## src/hw/rtl/pbc_pkg.sv

```systemverilog
package pbc_pkg;

    localparam int DATA_W   = 64;
    localparam int COUNT_W  = 11;
    localparam int PREFIX_W = 13;
    localparam int VAR_W    = 12;
    localparam int APB_AW   = 3;
    localparam int APB_DW   = 32;

    // item kinds
    localparam logic [1:0] KIND_LOAD  = 2'd0;
    localparam logic [1:0] KIND_TERM  = 2'd1;
    localparam logic [1:0] KIND_CONST = 2'd2;
    localparam logic [1:0] KIND_CLOSE = 2'd3;

    // constraint sense
    localparam logic [1:0] SENSE_LE = 2'd0;
    localparam logic [1:0] SENSE_EQ = 2'd1;

    // register index, taken from paddr[2]
    localparam logic REG_PREFIX = 1'b0;
    localparam logic REG_TOTAL  = 1'b1;

    localparam logic [PREFIX_W-1:0] PREFIX_RESET = 13'd4096;
    localparam logic [COUNT_W-1:0]  COUNT_MAX    = '1;

    typedef struct packed {
        logic [1:0]               kind;
        logic                     beyond_prefix;
        logic                     in_store;
        logic                     last_var;
        logic signed [DATA_W-1:0] coefficient;
        logic signed [DATA_W-1:0] bound;
        logic [1:0]               sense;
        logic                     final_constraint;
    } t_stage;

    typedef struct packed {
        logic [PREFIX_W-1:0] assigned_prefix;
        logic [PREFIX_W-1:0] variable_total;
    } t_cfg;

    typedef struct packed {
        logic                     satisfied;
        logic                     all_satisfied;
        logic [COUNT_W-1:0]       satisfied_count;
        logic signed [DATA_W-1:0] term_sum;
    } t_result;

endpackage

```

## src/hw/rtl/pbc_if.sv

```systemverilog


interface pbc_result_if;
    import pbc_pkg::*;

    logic                     valid;
    logic                     ready;
    logic                     satisfied;
    logic                     all_satisfied;
    logic [COUNT_W-1:0]       satisfied_count;
    logic signed [DATA_W-1:0] term_sum;

    modport source (
        output valid, satisfied, all_satisfied, satisfied_count, term_sum,
        input  ready
    );
    modport sink (
        input  valid, satisfied, all_satisfied, satisfied_count, term_sum,
        output ready
    );
endinterface

```

## src/hw/rtl/pbc_eval.sv

```systemverilog
module pbc_eval (
    input  logic            i_clk,
    input  logic            i_rst_n,
    input  logic            i_s1_vld,
    input  pbc_pkg::t_stage i_s1,
    input  logic            i_rd_bit,
    input  pbc_pkg::t_cfg   i_cfg,
    output logic            o_s1_fire,
    pbc_result_if.source    o_result
);
    import pbc_pkg::*;

    logic               r_prod, n_prod;
    logic               r_oor, n_oor;
    logic [DATA_W-1:0]  r_sum, n_sum;
    logic               r_all, n_all;
    logic [COUNT_W-1:0] r_cnt, n_cnt;
    logic               r_out_vld, n_out_vld;
    t_result            r_out, n_out;

    logic               is_close;
    logic               out_free;
    logic               s1_fire;
    logic               var_bit;
    logic               term_prod;
    logic               term_oor;
    logic               fin_prod;
    logic               fin_oor;
    logic               coef_neg;
    logic               add_en;
    logic [DATA_W-1:0]  sum_add;
    logic               le_fail;
    logic               eq_fail;
    logic               sat;
    logic [COUNT_W-1:0] cnt_sat;
    logic               all_new;

    always_comb begin
        is_close  = (i_s1.kind == KIND_CLOSE);
        out_free  = !r_out_vld || o_result.ready;
        s1_fire   = i_s1_vld && (!is_close || out_free);

        // out-of-range variables leave the product alone
        var_bit   = i_s1.in_store & i_rd_bit;
        term_prod = r_prod & (i_s1.beyond_prefix | var_bit);
        term_oor  = r_oor | i_s1.beyond_prefix;
        fin_prod  = (i_s1.kind == KIND_TERM) ? term_prod : r_prod;
        fin_oor   = (i_s1.kind == KIND_TERM) ? term_oor : r_oor;

        // negative coefficient: subtract it (add magnitude) when product is 0
        coef_neg  = i_s1.coefficient[DATA_W-1];
        add_en    = !fin_oor && (coef_neg ? !fin_prod : fin_prod);
        sum_add   = r_sum + (coef_neg ? ~i_s1.coefficient : i_s1.coefficient)
                    + DATA_W'(coef_neg);

        le_fail   = (i_s1.sense == SENSE_LE) && ($signed(r_sum) > i_s1.bound);
        eq_fail   = (i_s1.sense == SENSE_EQ)
                    && (i_cfg.assigned_prefix == i_cfg.variable_total)
                    && (r_sum != i_s1.bound);
        sat       = !(le_fail || eq_fail);
        cnt_sat   = (sat && (r_cnt != COUNT_MAX)) ? r_cnt + 1'b1 : r_cnt;
        all_new   = r_all & sat;
    end

    always_comb begin
        n_prod    = r_prod;
        n_oor     = r_oor;
        n_sum     = r_sum;
        n_all     = r_all;
        n_cnt     = r_cnt;
        n_out_vld = r_out_vld && !o_result.ready;
        n_out     = r_out;
        if (s1_fire) begin
            case (i_s1.kind)
                KIND_TERM: begin
                    if (i_s1.last_var) begin
                        n_sum  = add_en ? sum_add : r_sum;
                        n_prod = 1'b1;
                        n_oor  = 1'b0;
                    end else begin
                        n_prod = term_prod;
                        n_oor  = term_oor;
                    end
                end
                KIND_CONST: begin
                    n_sum  = add_en ? sum_add : r_sum;
                    n_prod = 1'b1;
                    n_oor  = 1'b0;
                end
                KIND_CLOSE: begin
                    n_out_vld             = 1'b1;
                    n_out.satisfied       = sat;
                    n_out.all_satisfied   = all_new;
                    n_out.satisfied_count = cnt_sat;
                    n_out.term_sum        = r_sum;
                    n_sum                 = '0;
                    n_prod                = 1'b1;
                    n_oor                 = 1'b0;
                    n_all                 = i_s1.final_constraint ? 1'b1 : all_new;
                    n_cnt                 = i_s1.final_constraint ? '0 : cnt_sat;
                end
                default: begin
                end
            endcase
        end
    end

    always_ff @(posedge i_clk) begin
        if (!i_rst_n) begin
            r_prod    <= 1'b1;
            r_oor     <= 1'b0;
            r_sum     <= '0;
            r_all     <= 1'b1;
            r_cnt     <= '0;
            r_out_vld <= 1'b0;
        end else begin
            r_prod    <= n_prod;
            r_oor     <= n_oor;
            r_sum     <= n_sum;
            r_all     <= n_all;
            r_cnt     <= n_cnt;
            r_out_vld <= n_out_vld;
        end
        r_out <= n_out;
    end

    assign o_s1_fire                = s1_fire;
    assign o_result.valid           = r_out_vld;
    assign o_result.satisfied       = r_out.satisfied;
    assign o_result.all_satisfied   = r_out.all_satisfied;
    assign o_result.satisfied_count = r_out.satisfied_count;
    assign o_result.term_sum        = r_out.term_sum;

    a_close_clears_term: assert property (@(posedge i_clk) disable iff (!i_rst_n)
        s1_fire && is_close |=> r_prod && !r_oor && (r_sum == '0))
        else $error("term state not cleared after close");

    a_all_implies_sat: assert property (@(posedge i_clk) disable iff (!i_rst_n)
        r_out_vld && r_out.all_satisfied |-> r_out.satisfied)
        else $error("all_satisfied set on a failing constraint");

    a_count_step: assert property (@(posedge i_clk) disable iff (!i_rst_n)
        !(s1_fire && is_close) |=> $stable(r_cnt))
        else $error("satisfied count moved without a close");
endmodule

```

## src/flat_wrapper.sv

```systemverilog
// flat-port wrapper written by rule: the top's interface ports become plain ports
module pbc_eval_flat import pbc_pkg::*;
  (i_clk, i_rst_n, i_s1_vld, i_s1, i_rd_bit, i_cfg, o_s1_fire, o_result_valid, o_result_satisfied, o_result_all_satisfied, o_result_satisfied_count, o_result_term_sum, o_result_ready);
  pbc_result_if o_result_i ();
  input  logic i_clk;
  input  logic i_rst_n;
  input  logic i_s1_vld;
  input  pbc_pkg::t_stage i_s1;
  input  logic i_rd_bit;
  input  pbc_pkg::t_cfg i_cfg;
  output logic o_s1_fire;
  output wire logic [$bits(o_result_i.valid)-1:0] o_result_valid;
  output wire logic [$bits(o_result_i.satisfied)-1:0] o_result_satisfied;
  output wire logic [$bits(o_result_i.all_satisfied)-1:0] o_result_all_satisfied;
  output wire logic [$bits(o_result_i.satisfied_count)-1:0] o_result_satisfied_count;
  output wire logic [$bits(o_result_i.term_sum)-1:0] o_result_term_sum;
  input wire logic [$bits(o_result_i.ready)-1:0] o_result_ready;
  assign o_result_valid = o_result_i.valid;
  assign o_result_satisfied = o_result_i.satisfied;
  assign o_result_all_satisfied = o_result_i.all_satisfied;
  assign o_result_satisfied_count = o_result_i.satisfied_count;
  assign o_result_term_sum = o_result_i.term_sum;
  assign o_result_i.ready = o_result_ready;
  pbc_eval u_core (.i_clk(i_clk), .i_rst_n(i_rst_n), .i_s1_vld(i_s1_vld), .i_s1(i_s1), .i_rd_bit(i_rd_bit), .i_cfg(i_cfg), .o_s1_fire(o_s1_fire), .o_result(o_result_i));
endmodule
```

## config.mk

```make
export PLATFORM = sky130hd
export DESIGN_NAME = pbc_eval_flat
export DESIGN_NICKNAME = d
export VERILOG_FILES = /design/src/hw/rtl/pbc_pkg.sv /design/src/hw/rtl/pbc_if.sv /design/src/hw/rtl/pbc_eval.sv /design/src/flat_wrapper.sv
export SDC_FILE = /design/constraint.sdc
export NUM_CORES = 1
export LEC_CHECK = 0
export CORE_MARGIN = 4
export CORE_UTILIZATION = 40
export CTS_BUF_LIST = sky130_fd_sc_hd__clkbuf_8
export DETAILED_ROUTE_END_ITERATION = 16
export DONT_BUFFER_PORTS = 1
export MAX_ROUTING_LAYER = met4
export PLACE_DENSITY = 0.56
export SYNTH_ARGS = -nofsm -noshare
export SYNTH_HDL_FRONTEND = slang
export SYNTH_SLANG_ARGS = --single-unit
```

## constraint.sdc

```tcl
create_clock -name i_clk -period 3.9 [get_ports i_clk]
set_clock_uncertainty 0.1 [all_clocks]
set_input_delay 0.39 -clock i_clk [delete_from_list [all_inputs] [get_ports i_clk]]
set_output_delay 0.39 -clock i_clk [all_outputs]
set_load 0.1 [all_outputs]
```

# After elaboration in Yosys (flattened, before gate mapping)
# Index checks and enable logic that the tools add are counted.
# totals
regBits,156
input_bits,167
output_inout_bits,79
elab_cells,67
# op_classes
n_addsub,3
n_lt_le_gt_ge,1
eq_ne,8
n_mux,16
bitwise_logic,6
n_reduce_logical,23
# ops
cell,n
2-to-1 mux 64 bit,3
case mux 64 bit (3 select lines),1
adder 64 x 1 -> 64 bit,1
adder 64 bit,1
greater-than comparator 64 bit,1
inequality test 64 bit,1
inverter 64 bit,1
2-to-1 mux 11 bit,2
equality test 13 bit,1
"adder 11 x 1 -> 11 bit, second input constant",1
"inequality test 11 bit, second input constant",1
2-to-1 mux 1 bit,8
logical AND 1 bit,7
zero test 1 bit,6
"equality test 2 x 1 -> 1 bit, second input constant",2
"equality test 2 bit, second input constant",2
case mux 1 bit (2 select lines),2
AND reduction 2 bit,2
AND 1 bit,3
logical OR 1 bit,3
AND reduction 3 bit,1
nonzero test 3 bit,1
zero test 2 bit,1
"inequality test 2 bit, second input constant",1
3 further kinds,4

# Depth between registers and ports, before layout
# Gate-level depths: netlist of the first run.
# depth
depth_word,10
depth_mapped,15
ltp_nobuf,13

# Worst setup path before layout of the first run
# Ideal clock, no wire load.
# synth_path
path_type,reg2reg
start,register u_core.r_out_vld (netlist: u_core.o_result.valid)
end,register u_core.r_cnt[10]
setup_ns,0.128
t_arrival_ns,4.086
t_required_ns,3.672
slack_ns,-0.414
stages_incl_launch_ff,8
n_path_buf,0
synth_period_minus_slack_ns,4.314
cell_sequence,dfxtp_1 > nand2b_1 > o21a_1 > nand2_1 > inv_1 > nor2_1 > o21ai_0 > o31ai_1
# synth_via
elab_chain_len,5
# synth_rtl
element,line_no,source
"start, declared",pbc_eval.sv:18,"logic r_out_vld, n_out_vld;"
"start signal, assigned",pbc_eval.sv:122,r_out_vld <= n_out_vld;
zero test 1 bit,pbc_eval.sv:40,out_free = !r_out_vld || o_result.ready;
logical OR 1 bit,pbc_eval.sv:40,
logical OR 1 bit,pbc_eval.sv:41,s1_fire = i_s1_vld && (!is_close || out_free);
logical AND 1 bit,pbc_eval.sv:41,
named net o_s1_fire,flat_wrapper.sv:11,output logic o_s1_fire;
AND reduction 2 bit (no line),n/a,
"end signal, assigned",pbc_eval.sv:121,r_cnt <= n_cnt;
"end, declared",pbc_eval.sv:17,"logic [COUNT_W-1:0] r_cnt, n_cnt;"
# The timed path passes the listed nets, and every way through them passes these cells.
# A chain may end at the register's enable or synchronous reset.

# Final worst setup path of the first run
# layout_path
start,register u_core.r_sum[63]
end,"register u_core.r_out, in the netlist u_core.o_result.satisfied_count[1], data pin"
# layout_via
elab_chain_len,6
elab_cells_between_ends,8
classes_between,order compare (1); eq/ne (1); mux (1); reduce/logical (5)
# layout_rtl
element,line_no,source
"start, declared",pbc_eval.sv:15,"logic [DATA_W-1:0] r_sum, n_sum;"
"start signal, assigned",pbc_eval.sv:119,r_sum <= n_sum;
greater-than comparator 64 bit / inequality test 64 bit (equally long branches),"pbc_eval.sv:56, pbc_eval.sv:59",
"logical AND 1 bit, on equally long branches","pbc_eval.sv:56, pbc_eval.sv:59",
logical OR 1 bit (*),pbc_eval.sv:60,sat = !(le_fail || eq_fail);
zero test 1 bit (*),pbc_eval.sv:60,
logical AND 1 bit (*),pbc_eval.sv:61,cnt_sat = (sat && (r_cnt != COUNT_MAX)) ? r_cnt + 1'b1 : r_cnt;
2-to-1 mux 11 bit (*),pbc_eval.sv:61,
named net u_core.cnt_sat[1],pbc_eval.sv:35,logic [COUNT_W-1:0] cnt_sat;
"end signal, assigned",pbc_eval.sv:124,r_out <= n_out;
"end, declared",pbc_eval.sv:19,"t_result r_out, n_out;"
# The timed path passes the listed nets; every way through them passes the cells marked *.

==> key figures, run 1 <==
Outcome
  – Run status: finished, final reports clean

Cells and area
  – Layout Cells excl Fill: 1693
  – Fill cell count: 2804
  – Multi-input gate area: 6890 µm²
  – Storage element area: 3890 µm²
  – Final net count: 1596
  – Layout area overhead: 9.50%
  – Layout cells sized above 1: 7.08%
  – Post-route cell area: 12500 µm²

Placement
  – I/O Buffers: 0
  – Post-Place Cells: 1654
  – Area after DPL: 12000 µm²
  – Place WS: 119 ps
  – Gp weighted congestion: 0.904
  – DP HPWL: 25100 µm

Pwr
  – Seq pwr share: 45.5%
  – Pwr Total: 4.55 mW
  – Sw Share: 37.3%
  – Combinational share of power: 27.5%
  – P per Cell Area: 366 nW/µm²
  – Leakage: 5.32 nW
  – VDD IR max: 0.181 mV
  – NetSw: 1.70 mW
  – Clock power frac: 27.0%
  – Int Pwr: 2.85 mW

Synthesis
  – Register area share after synthesis: 34.2%
  – Post-Synthesis Cells: 1284
  – Number of synthesized register bits: 156
  – Top_reg_cell synth: dfxtp_1
  – Area leader, netlist: edfxtp_1
  – Number of synthesized flops with an enable pin: 77
  – Synth top cells by count: ha_1 (127), a21oi_1 (124), nand2_1 (108)
  – Synthesized area: 11400 µm²
  – Yosys warning count: 0
  – Largest cells by area after synthesis: edfxtp_1 (20%), ha_1 (14%), dfxtp_1 (14%), xor2_1 (7.5%), a21oi_1 (5.5%)
  – Top-count cell post-synth: ha_1
  – Post-Syn Area per Cell: 8.86 µm²
  – Async S/R FF share, synth: 0%
  – Synth top area share: 20.3%
  – Synthesized Nets: 1579
  – Unique masters post-synth: 67

Timing
  – Final worst setup slack: 299 ps
  – Tmin final: 3600 ps
  – Fin Setup TNS: 0 ps
  – Final hold violation count: 0
  – FMAX: 0.278 GHz
  – Post-route clock period utilization: 92.3%
  – Final setup fails: 0
  – Worst-Margin Slew: 1190 ps
  – Slew headroom: 20.2%
  – Max-slew violations: 0
  – RSZ-0062 raised after global routing: no

Clock tree
  – Max clock buf depth: 2
  – Number of buffers created by CTS: 17
  – TritonCTS sink count: 156
  – Worst-skew pair later-pin latency: 460 ps
  – Post-CTS Resized: 0
  – Root Buffer Master: clkbuf_8
  – CTS tree: done
  – Max H-tree Level: 4
  – Clock transition at path regs: 100 ps
  – Setup Buffers After CTS: 0

Setup path
  – Worst R2R Path Depth: 11
  – Setup crit start kind: flop
  – WP data required: 4010 ps
  – Crit path kind: flop to flop
  – Worst Path Max Fanout: 29
  – CP Capture Type: flop
  – CP arrival: 3710 ps

Routing
  – TritonRoute pass-1 iters: 5
  – Vias post-DR: 9354
  – Post-route ant nets: 0
  – DR WL/cell: 19.3 µm
  – DR iter-0 viols: 455
  – Final WL: 32600 µm
  – Vias per cell: 5.53
  – DR DRC count: 0

Floorplanning
  – DIE WIDTH: 177 µm
  – Die Span Y: 177 µm
  – IO Pins: 246
  – # rows: 61
  – Die footprint: 31200 µm²
  – CORE AREA: 27900 µm²
  – Initial Util: 40.7%

Global route
  – All-Layer GR Usage: 20.9%
  – GR Util met3: 3.32%
  – Gr busiest metal: met2
  – GRT met1 Usage: 27.9%
  – Pin count of the biggest net entering global routing: 65
  – First-pass GRT wire length: 50000 µm
  – Vias in the first global route: 8993
  – Initial antenna violation count: 1
  – Met2 Use GR: 33.5%
  – Total gr overflow: 0

Run
  – Max cap viols: 0

Worst hold path
  – Worst hold path depth: 3
  – Hold Crit Class: input port to flop
[area by class of cell]
| cell class | count | share of cell area (%) |
|---|---|---|
| Antenna cell | 1 | 0.0201 |
| Clock buffer | 17 | 1.88 |
| Clock inverter | 15 | 1.14 |
| Inverter | 102 | 3.11 |
| Multi-Input combinational cell | 973 | 55.3 |
| Sequential cell | 156 | 31.3 |
| Tap cell | 378 | 3.80 |
| Timing Repair Buffer | 51 | 3.48 |
[worst max-delay path, stage by stage, from the launching register on]
cell and delay (ps):
dfxtp_1 350, ha_1 370, nand4_1 200, nor4_2 530, nand3_1 200, nor4_2 320, a21boi_2 210, nor3_1 80
xnor2_1 170, o31ai_2 270, buf_12 210, mux2_2 340
[through the flow]
step	hold WS, ps	utilization, %
after floorplan	313	-
after global placement	326	43.0
after detailed placement	330	43.0
after CTS	0.382	44.6
after global routing	13.7	44.6
final	34.3	44.6
[final timing paths]
check | from | end | slack [ps]
min | i_s1[133] | u_core.r_prod$_SDFFE_PN1P_ | 30
min reg2reg | u_core.r_cnt[7]$_SDFFE_PN0P_ | u_core.r_cnt[7]$_SDFFE_PN0P_ | 340
max reg2reg | u_core.r_sum[63]$_SDFFE_PN0P_ | u_core.o_result.satisfied_count[1]$_DFFE_PP_ | 300
max | u_core.r_sum[63]$_SDFFE_PN0P_ | u_core.o_result.satisfied_count[1]$_DFFE_PP_ | 300
[kinds of logic after synthesis]
family	share of synthesized area, %
AND/OR/NAND/NOR	14.2
XOR/XNOR	10.8
multiplexers	0.187
flip-flops	34.2
AO/OA/AOI/OAI	21.2
adder cells (fa/ha/maj)	14.2
buffers and inverters	5.25
[sequential cells by signal (all words and copies together), names as in the netlist]
signal                           cells
u_core.o_result.term_sum            64
u_core.o_result.satisfied_count     11
u_core.r_sum                        64
u_core.o_result.all_satisfied        1
u_core.o_result.valid                1
u_core.r_all                         1
u_core.r_prod                        1
u_core.r_oor                         1
u_core.o_result.satisfied            1
u_core.r_cnt                        11
[layer usage]
metal  wire, µm  part of all wire (%)  up-vias
li1           -                     -     4672
met1      15400                    47     4388
met2      15100                    46      262
met4        625                   1.9        0
met3       1510                   4.6       32
met5          0                     0        -
[power by group through the flow]
stage | clock network, mW | logic (mW) | registers, mW
2_1_floorplan | 0 | 0.941 | 2.08
3_3_place_gp | 0 | 1.23 | 2.11
3_5_place_dp | 0 | 1.23 | 2.11
4_1_cts | 1.28 | 1.26 | 2.07
5_1_grt | 1.33 | 1.41 | 2.09
6_report | 1.23 | 1.25 | 2.07
[repair_timing]
action | 4_1_cts | 5_1_grt
hold buffers | 6 | 0
hold endpoints to repair | 36 | 0
endpoints found under the setup margin | 0 | 0
[placed cells by master, fill, tap and decap left out, types with 4 or more instances in the layout]
cell type	n
ha_1	127
a21oi_1	124
nand2_1	108
inv_1	102
xor2_1	97
o21ai_0	81
dfxtp_1	78
edfxtp_1	77
nor2_1	43
xnor2_1	43
buf_4	43
a21o_1	40
nor2b_1	37
nand4_1	31
nor3_1	31
nand3_1	20
o211ai_1	17
clkbuf_8	17
o21bai_1	14
o31ai_1	12
a21boi_0	12
a31oi_1	11
a22oi_1	11
o21a_1	9
nand2b_1	8
clkinvlp_4	8
and2_1	8
and4_1	6
a211oi_1	6
nor4_1	5
or4_1	5
dlygate4sd3_1	5
or3_1	4
and3_1	4
a22o_1	4
inv_6	4
(Power assumes the default switching activity.)
==> inputs of run 2 (changes only) <==
- clock period: 3.9 -> 3.4 ns (I/O delays scaled with it)
==> key figures, run 2 (synthesis gave the netlist of run 1 again) <==
Setup path
  – Worst R2R Path Depth: 11 (unchanged)
  – CP max stage cell: or4b_4
  – Worst Path Max Fanout: 25 (-14%)
  – Reg-to-reg startpoint: u_core.r_sum[31]$_SDFFE_PN0P_
  – CP arrival: 3530 ps (-180 ps)
  – WP data required: 3520 ps (-490 ps)
  – Crit path kind: flop to flop
  – Buf+Inv Stages, Crit Path: 2 (+1)
  – Crit path cell chain: ha_1 > nand4_1 > or4b_4 > buf_4 > nor4_4 > a21boi_4 > nor3_2 > xnor2_1 > o31ai_2 > buf_12 > mux2_2
  – CP Capture Type: flop
  – R2R setup slack: -10 ps (-310 ps)
  – Crit path max-delay family: simple AND/OR/NAND/NOR gates
  – Reg-to-reg endpoint: u_core.o_result.satisfied_count[1]$_DFFE_PP_
  – CP peak stage delay: 520 ps (about the same)
  – Setup crit start kind: flop

Floorplanning
  – DIE WIDTH: 177 µm (unchanged)
  – IO Pins: 246 (unchanged)
  – # rows: 61 (unchanged)
  – Die Span Y: 177 µm (unchanged)
  – CORE AREA: 27900 µm² (unchanged)
  – Die footprint: 31200 µm² (unchanged)
  – Initial Util: 40.7% (unchanged)

Cells and area
  – Layout cells sized above 1: 15.8% (+8.7 points)
  – Layout area overhead: 18.3%
  – ANT cells: 0 (-1)
  – Layout Cells excl Fill: 1801 (+6.4%)
  – Most frequent cells in the layout: buf_4 (146), ha_1 (124), a21oi_1 (122), nand2_1 (108), inv_1 (101)
  – Commonest non-fill, non-tap cell in the layout: buf_4
  – Final net count: 1705 (+6.8%)
  – Post-route cell area: 13500 µm² (+8.1%)

Worst hold path
  – Worst hold path depth: 3 (unchanged)
  – Hold path endpoint: u_core.r_sum[0]$_SDFFE_PN0P_
  – Hold Crit Class: input port to flop
  – Min-delay src: i_s1[67]

Clock tree
  – Max H-tree Level: 4 (unchanged)
  – Clock transition at path regs: 100 ps (about the same)
  – Max clock buf depth: 2 (unchanged)
  – Root Buffer Master: clkbuf_8
  – TritonCTS sink count: 156 (unchanged)
  – CTS tree: done
  – Number of buffers created by CTS: 17 (unchanged)
  – Worst-skew pair later-pin latency: 460 ps (about the same)

Routing
  – DR DRC count: 0 (unchanged)
  – DR WL/cell: 18.7 µm (-3.1%)
  – Vias post-DR: 9727 (+4.0%)
  – Final WL: 33600 µm (+3.1%)
  – TritonRoute pass-1 iters: 5 (unchanged)
  – Post-route ant nets: 0 (unchanged)
  – DR iter-0 viols: 677 (+49%)
  – Vias per cell: 5.40 (-2.2%)

Timing
  – Final setup fails: 1 (+1)
  – Tmin final: 3410 ps (-192 ps)
  – Final hold violation count: 0 (unchanged)
  – Slew headroom: 34.2% (+14 points)
  – RSZ-0062 raised after global routing: yes
  – Final worst setup slack: -9.83 ps (-308 ps)
  – Worst-Margin Slew: 989 ps (-200 ps)
  – Max-slew violations: 0 (unchanged)
  – FMAX: 0.293 GHz (+5.6%)
  – Post-route clock period utilization: 100% (+7.9 points)

Global route
  – First-pass GRT wire length: 52800 µm (+5.5%)
  – Total gr overflow: 0 (unchanged)
  – Vias in the first global route: 9788 (+8.8%)
  – All-Layer GR Usage: 21.9% (+0.91 points)
  – Initial antenna violation count: 0 (-1)
  – Pin count of the biggest net entering global routing: 65 (unchanged)

Run
  – Max cap viols: 0 (unchanged)

Pwr
  – P per Cell Area: 402 nW/µm² (+9.9%)
  – VDD IR max: 0.209 mV (+16%)
  – Pwr Total: 5.41 mW (+19%)
  – Leakage: 5.94 nW (+12%)

Placement
  – Place WS: -226 ps (-345 ps)
  – I/O Buffers: 0 (unchanged)
  – Gp weighted congestion: 0.877 (-3.1%)
  – Area after DPL: 12800 µm² (+6.7%)
  – DP HPWL: 25900 µm (+3.1%)
  – Post-Place Cells: 1758 (+6.3%)

Outcome
  – Failing checks: setup timing
  – Run status: finished, violations left
run 2: worst register-to-register path, cell delays in order (launching register included):
cell and delay (ps):
dfxtp_1 340, ha_1 300, nand4_1 180, or4b_4 520, buf_4 160, nor4_4 290
a21boi_4 250, nor3_2 70, xnor2_1 160, o31ai_2 260, buf_12 210, mux2_2 350
run 2: how the worst max path moves through the flow:
stage,cells after the start,start,endpoint
2_1_floorplan,14,i_s1[130],u_core.r_sum[63]$_SDFFE_PN0P_
3_3_place_gp,13,i_s1[66],u_core.o_result.satisfied_count[1]$_DFFE_PP_
3_5_place_dp,13,i_s1[66],u_core.o_result.satisfied_count[1]$_DFFE_PP_
4_1_cts,11,u_core.r_sum[27]$_SDFFE_PN0P_,u_core.o_result.satisfied_count[1]$_DFFE_PP_
5_1_grt,11,u_core.r_sum[27]$_SDFFE_PN0P_,u_core.o_result.satisfied_count[1]$_DFFE_PP_
6_report,11,u_core.r_sum[31]$_SDFFE_PN0P_,u_core.o_result.satisfied_count[1]$_DFFE_PP_
run 2: metrics by stage:
stage | hold slack (ps) | setup TNS [ps] | utilization [%]
floorplan | 313 | 0 | -
global placement | 322 | -1930 | 45.9
detailed placement | 333 | -1990 | 45.9
CTS | 11.7 | 0 | 47.7
global route | 55.2 | -877 | 48.2
finish | 41.7 | -9.83 | 48.2
run 2: repair_timing:
action                                  in CTS  in global routing
endpoints found under the hold margin       36                  0
pin swaps                                    2                  2
setup buffers                                1                  0
hold buffers                                10                  0
endpoints found under the setup margin      18                 32
resized for setup                            9                 24
gates cloned                                 0                  0
run 2: final cells by class:
type                    instances  area, µm²
repair buffers                160       1290
clock buffers                  17        234
multi-input cells             973       7040
well taps                     378        473
clock inverters                15        130
fillers                      2704      14500
inverters                     102        387
flip-flops and latches        156       3900
run 2: power breakdown:
| part | switching, mW | leakage (nW) | internal (mW) |
|---|---|---|---|
| clock network | 0.859 | 0.177 | 0.533 |
| logic | 0.914 | 4.39 | 0.755 |
| registers | 0.270 | 1.37 | 2.08 |
run 2: metal layers:
metal / share of wire [%] / global-route usage, % / up-vias / routed length, µm
li1: - / - / 4884 / -
met1: 46 / 28.7 / 4542 / 15600
met2: 47 / 35.4 / 271 / 15800
met3: 5.1 / 3.62 / 30 / 1700
met4: 1.8 / 5.48 / 0 / 620
met5: 0 / - / - / 0
